[src/sv/tccw_pkg.sv]
// Shared constants and widths for the text console cursor writer.
`timescale 1ns / 1ps
`default_nettype none
package tccw_pkg;

	localparam int COLUMNS      = 80;
	localparam int SCREEN_CELLS = 2000;
	localparam int TAB_SPACES   = 4;

	localparam int CHAR_W  = 7;
	localparam int CELL_W  = 11;
	localparam int VALUE_W = 16;
	localparam int ATTR_W  = 8;
	localparam int GLYPH_W = 8;
	localparam int COL_W   = $clog2(COLUMNS);
	localparam int TAB_CNT_W = (TAB_SPACES > 1) ? $clog2(TAB_SPACES) : 1;

	localparam logic [CHAR_W-1:0] CODE_NUL = 7'd0;
	localparam logic [CHAR_W-1:0] CODE_BS  = 7'd8;
	localparam logic [CHAR_W-1:0] CODE_TAB = 7'd9;
	localparam logic [CHAR_W-1:0] CODE_NL  = 7'd10;
	localparam logic [GLYPH_W-1:0] GLYPH_SPACE = 8'd32;

endpackage
`default_nettype wire

[src/sv/tccw_if.sv]
// Valid/ready channel interfaces for characters in and cell results out.
`timescale 1ns / 1ps
`default_nettype none
interface tccw_char_if
	import tccw_pkg::*;
();
	logic              valid;
	logic              ready;
	logic [CHAR_W-1:0] char_code;

	modport source (output valid, output char_code, input ready);
	modport sink (input valid, input char_code, output ready);
endinterface

interface tccw_result_if
	import tccw_pkg::*;
();
	logic               valid;
	logic               ready;
	logic               cell_write;
	logic [CELL_W-1:0]  cell_address;
	logic [VALUE_W-1:0] cell_value;
	logic               scroll_up;
	logic [CELL_W-1:0]  cursor_position;
	logic               last;

	modport source (output valid, output cell_write, output cell_address, output cell_value,
		output scroll_up, output cursor_position, output last, input ready);
	modport sink (input valid, input cell_write, input cell_address, input cell_value,
		input scroll_up, input cursor_position, input last, output ready);
endinterface
`default_nettype wire

[src/sv/text_console_cursor_writer_top.sv]
// Text console cursor writer: character items in, screen cell write items out.
//
// chars:   sink channel, one 7-bit character per item (valid/ready).
// results: source channel, one cell write / cursor update per item (valid/ready).
// text_attribute_we/_wdata: writes the attribute byte used in every written cell value.
//
// A character is taken into an input register; from there the result is
// computed from the cursor and column registers and loaded into the result
// register, which offers it on the results channel.
// Printable characters, newline and backspace give one result each and a new
// character is taken every cycle unless the receiver stalls. A tab gives one
// result per space while holding the input register. Code zero gives no result.
// Reaching the end of the screen flags scroll_up and puts the cursor at the
// start of the last line; the scroll copy is up to the receiver.
//
// Reset puts the cursor at cell 0 and the attribute at 2, and empties both
// registers. When the receiver stalls, the pending result is held and the input
// register keeps one more character, after which chars.ready drops.
`timescale 1ns / 1ps
`default_nettype none
module text_console_cursor_writer_top
	import tccw_pkg::*;
(
	input  wire                clk,
	input  wire                arst_n,
	tccw_char_if.sink          chars,
	tccw_result_if.source      results,
	input  wire                text_attribute_we,
	input  wire [ATTR_W-1:0]   text_attribute_wdata
);

	logic [ATTR_W-1:0]    attr_q;
	logic [CELL_W-1:0]    cursor_q;
	logic [COL_W-1:0]     col_q;

	logic                 valid_s1;
	logic [CHAR_W-1:0]    char_s1;
	logic [TAB_CNT_W-1:0] tab_cnt_s1;

	logic                 res_valid_q;
	logic                 res_write_q;
	logic [CELL_W-1:0]    res_addr_q;
	logic [VALUE_W-1:0]   res_value_q;
	logic                 res_scroll_q;
	logic [CELL_W-1:0]    res_cursor_q;
	logic                 res_last_q;

	logic                 is_nul;
	logic                 out_free;
	logic                 step;
	logic                 done;

	logic                 nx_write;
	logic [CELL_W-1:0]    nx_addr;
	logic [VALUE_W-1:0]   nx_value;
	logic                 nx_scroll;
	logic [CELL_W-1:0]    nx_cursor;
	logic [COL_W-1:0]     nx_col;
	logic                 nx_last;
	logic [CELL_W:0]      adv_cell;
	logic [GLYPH_W-1:0]   glyph;

	assign is_nul   = (char_s1 == CODE_NUL);
	assign out_free = !res_valid_q || results.ready;
	assign step     = valid_s1 && !is_nul && out_free;
	assign done     = valid_s1 && (is_nul || (out_free && nx_last));
	assign chars.ready = !valid_s1 || done;

	always_comb begin
		nx_write  = 1'b1;
		nx_addr   = cursor_q;
		nx_scroll = 1'b0;
		nx_cursor = cursor_q;
		nx_col    = col_q;
		nx_last   = 1'b1;
		glyph     = {1'b0, char_s1};
		adv_cell  = {1'b0, cursor_q} + (CELL_W+1)'(1);
		if (char_s1 == CODE_NL) begin
			nx_write = 1'b0;
			nx_addr  = '0;
			adv_cell = {1'b0, cursor_q} + (CELL_W+1)'(COLUMNS) - (CELL_W+1)'(col_q);
			nx_col   = '0;
		end else if (char_s1 == CODE_BS && cursor_q != '0) begin
			adv_cell = {1'b0, cursor_q} - (CELL_W+1)'(1);
			nx_addr  = adv_cell[CELL_W-1:0];
			glyph    = GLYPH_SPACE;
			nx_col   = (col_q == '0) ? COL_W'(COLUMNS - 1) : col_q - COL_W'(1);
		end else begin
			if (char_s1 == CODE_TAB) begin
				glyph   = GLYPH_SPACE;
				nx_last = (tab_cnt_s1 == TAB_CNT_W'(TAB_SPACES - 1));
			end
			nx_col = (col_q == COL_W'(COLUMNS - 1)) ? '0 : col_q + COL_W'(1);
		end
		nx_value = nx_write ? {attr_q, glyph} : '0;
		// off the bottom of the screen: scroll and restart on the last line
		if (adv_cell >= (CELL_W+1)'(SCREEN_CELLS)) begin
			nx_scroll = 1'b1;
			nx_cursor = CELL_W'(SCREEN_CELLS - COLUMNS);
			nx_col    = '0;
		end else begin
			nx_cursor = adv_cell[CELL_W-1:0];
		end
	end

	always_ff @(posedge clk or negedge arst_n) begin
		if (!arst_n) begin
			attr_q <= ATTR_W'(2);
		end else if (text_attribute_we) begin
			attr_q <= text_attribute_wdata;
		end
	end

	always_ff @(posedge clk or negedge arst_n) begin
		if (!arst_n) begin
			valid_s1   <= 1'b0;
			tab_cnt_s1 <= '0;
			cursor_q   <= '0;
			col_q      <= '0;
		end else begin
			if (chars.valid && chars.ready) begin
				valid_s1   <= 1'b1;
				tab_cnt_s1 <= '0;
			end else if (done) begin
				valid_s1 <= 1'b0;
			end else if (step) begin
				tab_cnt_s1 <= tab_cnt_s1 + TAB_CNT_W'(1);
			end
			if (step) begin
				cursor_q <= nx_cursor;
				col_q    <= nx_col;
			end
		end
	end

	always_ff @(posedge clk) begin
		if (chars.valid && chars.ready) begin
			char_s1 <= chars.char_code;
		end
	end

	always_ff @(posedge clk or negedge arst_n) begin
		if (!arst_n) begin
			res_valid_q <= 1'b0;
		end else if (out_free) begin
			res_valid_q <= valid_s1 && !is_nul;
		end
	end

	always_ff @(posedge clk) begin
		if (step) begin
			res_write_q  <= nx_write;
			res_addr_q   <= nx_addr;
			res_value_q  <= nx_value;
			res_scroll_q <= nx_scroll;
			res_cursor_q <= nx_cursor;
			res_last_q   <= nx_last;
		end
	end

	assign results.valid           = res_valid_q;
	assign results.cell_write      = res_write_q;
	assign results.cell_address    = res_addr_q;
	assign results.cell_value      = res_value_q;
	assign results.scroll_up       = res_scroll_q;
	assign results.cursor_position = res_cursor_q;
	assign results.last            = res_last_q;

endmodule
`default_nettype wire
[src/flat_wrapper.sv]
// flat-port wrapper written by rule: the top's interface ports become plain ports
module text_console_cursor_writer_top_flat import tccw_pkg::*;
  (clk, arst_n, text_attribute_we, text_attribute_wdata, chars_valid, chars_char_code, chars_ready, results_valid, results_cell_write, results_cell_address, results_cell_value, results_scroll_up, results_cursor_position, results_last, results_ready);
  tccw_char_if chars_i ();
  tccw_result_if results_i ();
  input  wire clk;
  input  wire arst_n;
  input  wire text_attribute_we;
  input  wire [ATTR_W-1:0] text_attribute_wdata;
  input wire logic [$bits(chars_i.valid)-1:0] chars_valid;
  input wire logic [$bits(chars_i.char_code)-1:0] chars_char_code;
  output wire logic [$bits(chars_i.ready)-1:0] chars_ready;
  output wire logic [$bits(results_i.valid)-1:0] results_valid;
  output wire logic [$bits(results_i.cell_write)-1:0] results_cell_write;
  output wire logic [$bits(results_i.cell_address)-1:0] results_cell_address;
  output wire logic [$bits(results_i.cell_value)-1:0] results_cell_value;
  output wire logic [$bits(results_i.scroll_up)-1:0] results_scroll_up;
  output wire logic [$bits(results_i.cursor_position)-1:0] results_cursor_position;
  output wire logic [$bits(results_i.last)-1:0] results_last;
  input wire logic [$bits(results_i.ready)-1:0] results_ready;
  assign chars_i.valid = chars_valid;
  assign chars_i.char_code = chars_char_code;
  assign chars_ready = chars_i.ready;
  assign results_valid = results_i.valid;
  assign results_cell_write = results_i.cell_write;
  assign results_cell_address = results_i.cell_address;
  assign results_cell_value = results_i.cell_value;
  assign results_scroll_up = results_i.scroll_up;
  assign results_cursor_position = results_i.cursor_position;
  assign results_last = results_i.last;
  assign results_i.ready = results_ready;
  text_console_cursor_writer_top u_core (.clk(clk), .arst_n(arst_n), .chars(chars_i), .results(results_i), .text_attribute_we(text_attribute_we), .text_attribute_wdata(text_attribute_wdata));
endmodule
[config.mk]
export PLATFORM = sky130hd
export DESIGN_NAME = text_console_cursor_writer_top_flat
export DESIGN_NICKNAME = d
export VERILOG_FILES = /design/src/sv/tccw_pkg.sv /design/src/sv/tccw_if.sv /design/src/sv/text_console_cursor_writer_top.sv /design/src/flat_wrapper.sv
export SDC_FILE = /design/constraint.sdc
export NUM_CORES = 1
export LEC_CHECK = 0
export BUFFER_PORTS_ARGS = -buffer_cell sky130_fd_sc_hd__buf_2
export CAP_MARGIN = 20
export CORE_MARGIN = 4
export CORE_UTILIZATION = 38
export CTS_BUF_LIST = sky130_fd_sc_hd__clkbuf_8
export DETAILED_ROUTE_END_ITERATION = 10
export GPL_ROUTABILITY_DRIVEN = 0
export PLACE_DENSITY = 0.68
export SYNTH_ARGS = -nofsm -noshare
export SYNTH_HDL_FRONTEND = slang
export SYNTH_SLANG_ARGS = --single-unit
export TNS_END_PERCENT = 30
[constraint.sdc]
create_clock -name clk -period 3.4 [get_ports clk]
set_input_delay 0.68 -clock clk [delete_from_list [all_inputs] [get_ports clk]]
set_output_delay 0.68 -clock clk [all_outputs]
set_load 0.01 [all_outputs]
; ---- After elaboration in Yosys (flattened, before gate mapping)
; Cells that the tools add are included.
[totals]
ramBits = 0
register_bits = 78
elab_cells = 70
mem_bits_ro = 0
out_inout_bits = 43
latchBits = 0
input_bits = 20
memories = 0
[classes]
n_bitwise = 0
n_shift = 0
n_eq_ne = 6
multipliers = 0
div_mod_pow = 0
n_lt_le_gt_ge = 1
addsub = 7
reduce_logical = 20
n_mux = 21
[op_table]
columns = op, n
row1 = $mux 7, 5
row2 = $mux 12, 2
row3 = $mux 11, 2
row4 = $eq 7x4->1 const B, 3
row5 = $logic_not 7->1, 2
row6 = $add 11x1->12 const B, 1
row7 = $add 11x7->12 const B, 1
row8 = $ge 12x11->1 const B, 1
row9 = $mux 6, 2
row10 = $sub 11x1->12 const B, 1
row11 = $sub 12x7->12, 1
row12 = $reduce_bool 11->1, 1
row13 = $add 7x1->7 const B, 1
row14 = $eq 7x7->1 const B, 1
row15 = $mux 1, 7
row16 = $sub 7x1->7 const B, 1
row17 = $logic_and 1x1->1, 6
row18 = $mux 2, 3
row19 = $reduce_bool 2->1, 2
row20 = $logic_not 1->1, 3
row21 = $logic_or 1x1->1, 3
row22 = $reduce_or 3->1, 1
row23 = $add 2x1->2 const B, 1
row24 = $eq 2x2->1 const B, 1
row25 = other kinds (3), 3

; ---- Longest topological paths before layout
[logic_depth]
depth_word = 11
depth_mapped = 18
depth_no_buf = 15

; ---- Worst setup path after synthesis
; No wires, ideal clock.
[synth_path]
kind = flip-flop to flip-flop
from = register u_core.cursor_q[0]
to = register u_core.res_cursor_q[0], in the netlist u_core.results.cursor_position[0] (data pin)
setup_time_ns = 0.270
arrival_ns = 3.055
slack_ns = 0.074
required_ns = 3.130
synth_period_minus_slack_ns = 3.326
stages_incl_launch_ff = 14
n_path_buf = 2
cell_sequence = dfrtp_1 -> clkbuf_1 -> inv_1 -> ha_1 -> or3b_1 -> o21bai_1 -> or4_1 -> and3_1 -> o31a_1 -> a21oi_1 -> nand3_2 -> o21ai_4 -> buf_6 -> a211oi_1
[synth_via]
elab_chain_len = 6
word_cells_on_any_way = 10
classes_between = 4 x add/sub / 1 x order compare / 3 x mux / 2 x reduce/logical
[synth_lines]
columns = item, line_no
row1 = "start, declared", text_console_cursor_writer_top.sv:33  ; logic [CELL_W-1:0] cursor_q;
row2 = "start signal, assigned", text_console_cursor_writer_top.sv:130  ; cursor_q <= nx_cursor;
row3 = branches (longest 3 deep; another with $add 11x7->12), n/a
row4 = $mux 12 *, text_console_cursor_writer_top.sv:78  ; if (char_s1 == CODE_NL) begin
row5 = $ge 12x11->1, text_console_cursor_writer_top.sv:97  ; if (adv_cell >= (CELL_W+1)'(SCREEN_CELLS)) begin
row6 = $mux 11 *, text_console_cursor_writer_top.sv:97
row7 = via u_core.nx_cursor[0], text_console_cursor_writer_top.sv:57  ; logic [CELL_W-1:0] nx_cursor;
row8 = "end signal, assigned", text_console_cursor_writer_top.sv:156  ; res_cursor_q <= nx_cursor;
row9 = "end, declared", text_console_cursor_writer_top.sv:45  ; logic [CELL_W-1:0] res_cursor_q;
; Mark *: on every way through the listed nets, which the timed path passes.
; A chain may end at the register's enable or synchronous reset.

; ---- Worst setup path after layout
[layout_path]
from = register u_core.cursor_q[1]
to = register u_core.col_q[3]
[layout_via]
elab_chain_len = 6
word_cells_on_any_way = 12
classes_between = 4 x add/sub / 1 x order compare / 5 x mux / 2 x reduce/logical
[layout_lines]
columns = item, line_no
row1 = branches (longest 5 deep; another with $add 11x7->12), n/a
row2 = $mux 7 *, text_console_cursor_writer_top.sv:97
row3 = "end signal, assigned", text_console_cursor_writer_top.sv:131  ; col_q <= nx_col;
row4 = "end, declared", text_console_cursor_writer_top.sv:34  ; logic [COL_W-1:0] col_q;
; Mark *: on every way between the ends.

==> metrics <==
final hold slack=404 ps; Slew headroom=48.7%; Post-synth EDFFs=47; residual DRC count=0; GRT Util Overall=15.8%; nature of the critical path endpoint=flip-flop; cell chain of the critical path=buf_4 > inv_1 > ha_1 > or3b_1 > o21bai_1 > or4_1 > and3_1 > o31a_1 > a21oi_2 > nand3_2 > buf_4 > and3_4 > a32o_1; CTS Buf Count=9; startpoint types=flip-flop; FMAX=306 MHz; diode count=0; Hold Buf Count CTS=0; outcome=complete, no violations; period utilization=96.2%; largest net degree at the start of global routing=31; Layout Utilization=47.8%; vias in the first global route=3623; WP data arrival=3510 ps; clock sink count=77; Synth Cell Area=4580 um^2; Max stage delay on crit path=450 ps; post-route setup slack=128 ps; Final #Nets=580; Max VDD drop=0.282 mV; Synth cell types=70; CTS tree=built; Post-synth ARST share=39.0%; Placed Instances=658; Std-Cell Core Area=11600 um^2; ys flop type=edfxtp_1; Power Density=762 nW/um^2; post-place setup slack=27.9 ps; critical path's slowest cell=dfrtp_2; routed len/inst=16.3 um; setup violators final=0; WS Path Type=flip-flop to flip-flop; max cap viols=0; row cnt=39; LEAKAGE=2.27 nW; Syn-to-layout area delta=21.1%; first-pass GRT wire length=17700 um; die footprint=13900 um^2; ratio of cells with drive above 1 in the final layout=29.5%; Cell Count, Final, Fillers Out=678; Initial Utilization=39.5%; hpwl dp=8160 um; HP Class=input port to asynchronous set/reset pin; synth warn=0; drt pass-1 iters=4; Max FO, Critical Path=7; worst skew pair latency=350 ps; CTS max path bufs=2; Worst path top cell family by delay=simple AND/OR/NAND/NOR gates; port bufs=61; Die W=118 um; Req. time, crit path=3640 ps; WP buf/inv=3; Die Y-Extent=118 um; ANT nets after route=0; grt total ovfl=0; Tmin final=3270 ps; Root Driver=clkbuf_8; Layout Skew=8.20 ps; CP most frequent cell=buf_4; syn_nets=489; Slew @ Worst Pin=769 ps; Vias=3628; Clock transition at path regs=80 ps; number of placed I/O pins=63; flops & latches, synth=77; Final TNS setup=0 ps; initial antenna violation count=0; pins over their slew limit=0; post-synthesis sequential area ratio=47.2%; Routed WL=11100 um; Iteration-0 DRC Markers=195; Syn Area/Cell=10.4 um^2; vias per std cell=5.35; Hold Violations, Final=0; Gate Count Post-Synth=439; CTS H-Tree Depth=3
## repair_timing
action / CTS / global route
resized for setup: 0 / 10
setup endpoints to repair: 1 / 22
pin swaps: 1 / 5
setup buffers: 1 / 3
## worst register-to-register path: stages, from the launching register on
cell and delay (ps):
dfrtp_2 450, buf_4 170, inv_1 50, ha_1 160, or3b_1 380, o21bai_1 180
or4_1 420, and3_1 200, o31a_1 300, a21oi_2 140, nand3_2 130, buf_4 190
and3_4 190, a32o_1 210
## metrics by stage
| stage | cell area, um^2 | total power, mW |
|---|---|---|
| final | 5550 | 4.23 |
| after global routing | 5550 | 4.55 |
| after CTS | 5480 | 4.15 |
| after detailed placement | 5240 | 3.37 |
| after global placement | 5240 | 3.31 |
| after floorplan | 4580 | 2.76 |
## sequential cells by signal, indices dropped and copies added (netlist names)
signal,count
u_core.results.cell_value,15
u_core.cursor_q,11
u_core.results.cell_address,11
u_core.results.cursor_position,11
u_core.attr_q,8
u_core.char_s1,7
u_core.col_q,7
u_core.tab_cnt_s1,2
u_core.results.cell_write,1
u_core.results.last,1
u_core.results.scroll_up,1
u_core.results.valid,1
u_core.valid_s1,1
## layout make-up
| cell class | instances | area, um^2 |
|---|---|---|
| well taps | 143 | 179 |
| multi-input cells | 309 | 2230 |
| clock inverters | 7 | 91.3 |
| flip-flops and latches | 77 | 2170 |
| clock buffers | 9 | 124 |
| inverters | 30 | 113 |
| fillers | 1077 | 6060 |
| repair buffers | 103 | 646 |
## cell usage after synthesis (all sizes together), types with 3 or more instances
master,instances,area (um^2)
clkbuf,16,60.1
or2,5,31.3
xor2,4,35.0
nor2,46,173
mux2,9,101
ha,29,363
mux2i,5,50.1
nor3,7,46.3
inv,30,113
a31oi,8,50.1
buf,7,52.5
nand3,16,85.1
or4,6,56.3
and3,4,30.0
a211oi,5,42.5
o22ai,4,25.0
nand2b,7,43.8
and2,13,81.3
a22o,4,35.0
o21ai,15,86.3
nand2,30,113
xnor2,17,149
nor4,6,50.0
edfxtp,47,1410
dfrtp,29,726
a21oi,15,75.1
o31ai,8,70.1
a31o,3,26.3
nor2b,3,18.8
or3,5,31.3
## report_power, final
part           internal (mW)  leakage, nW  switching, mW
Sequential              1.23        0.793          0.137
Clock                  0.411        0.114          0.339
Combinational          0.956         1.36           1.16
Total                   2.60         2.27           1.63
## path summary, 6_finish.rpt
| check | slack [ps] | start | to | depth (start not counted) |
|---|---|---|---|---|
| worst max-delay path | 130 | u_core.cursor_q[1] | u_core.col_q[3] | 13 |
| worst max register to register | 130 | u_core.cursor_q[1] | u_core.col_q[3] | 13 |
| worst min register to register | 510 | u_core.char_s1[2] | u_core.results.cell_value[2] | 0 |
| max in group asynchronous | 2460 | arst_n | u_core.col_q[3] | 1 |
| min in group clk | 500 | chars_char_code[3] | u_core.char_s1[3] | 1 |
| worst min-delay path | 400 | arst_n | u_core.tab_cnt_s1[0] | 1 |
## placed cells by master (no fill, tap or decap), types with 4 or more instances in the layout
cell type,synthesis,final
o21ai_0,14,14
nor2_1,46,44
dfrtp_1,29,27
nor3_1,6,6
o22ai_1,4,4
a21oi_1,15,14
buf_2,3,61
inv_1,30,30
a22o_1,4,4
or3_1,5,5
or2_2,5,5
nor4_1,4,4
and2_1,12,12
mux2i_1,5,5
nand2_1,30,30
xor2_1,4,4
ha_1,29,28
nand2b_1,7,7
xnor2_1,17,17
edfxtp_1,47,47
nand3_1,15,15
a31oi_1,8,8
buf_4,2,40
mux2_2,9,9
o31ai_1,6,6
clkbuf_8,0,9
a211oi_1,4,4
## routing by layer
metal  global-route usage [%]  part of all wire [%]  wire (um)
met1                     20.0                    43       4800
met2                     26.1                    48       5330
met3                     3.94                   6.3        695
met4                     5.79                   2.2        246
met5                        0                     0          0
## cell families (layout without fill, tap and decap cells)
| family | Yosys count | after routing | share of synthesized area, % |
|---|---|---|---|
| flip-flops | 77 | 77 | 47.2 |
| other | 1 | 1 | 0.0818 |
| buffers and inverters | 53 | 149 | 4.91 |
| XOR/XNOR | 21 | 21 | 4.01 |
| AO/OA/AOI/OAI | 87 | 87 | 14.2 |
| adder cells (fa/ha/maj) | 30 | 30 | 8.35 |
| AND/OR/NAND/NOR | 156 | 156 | 18.0 |
| multiplexers | 14 | 14 | 3.30 |
(Power assumes the default switching activity.)
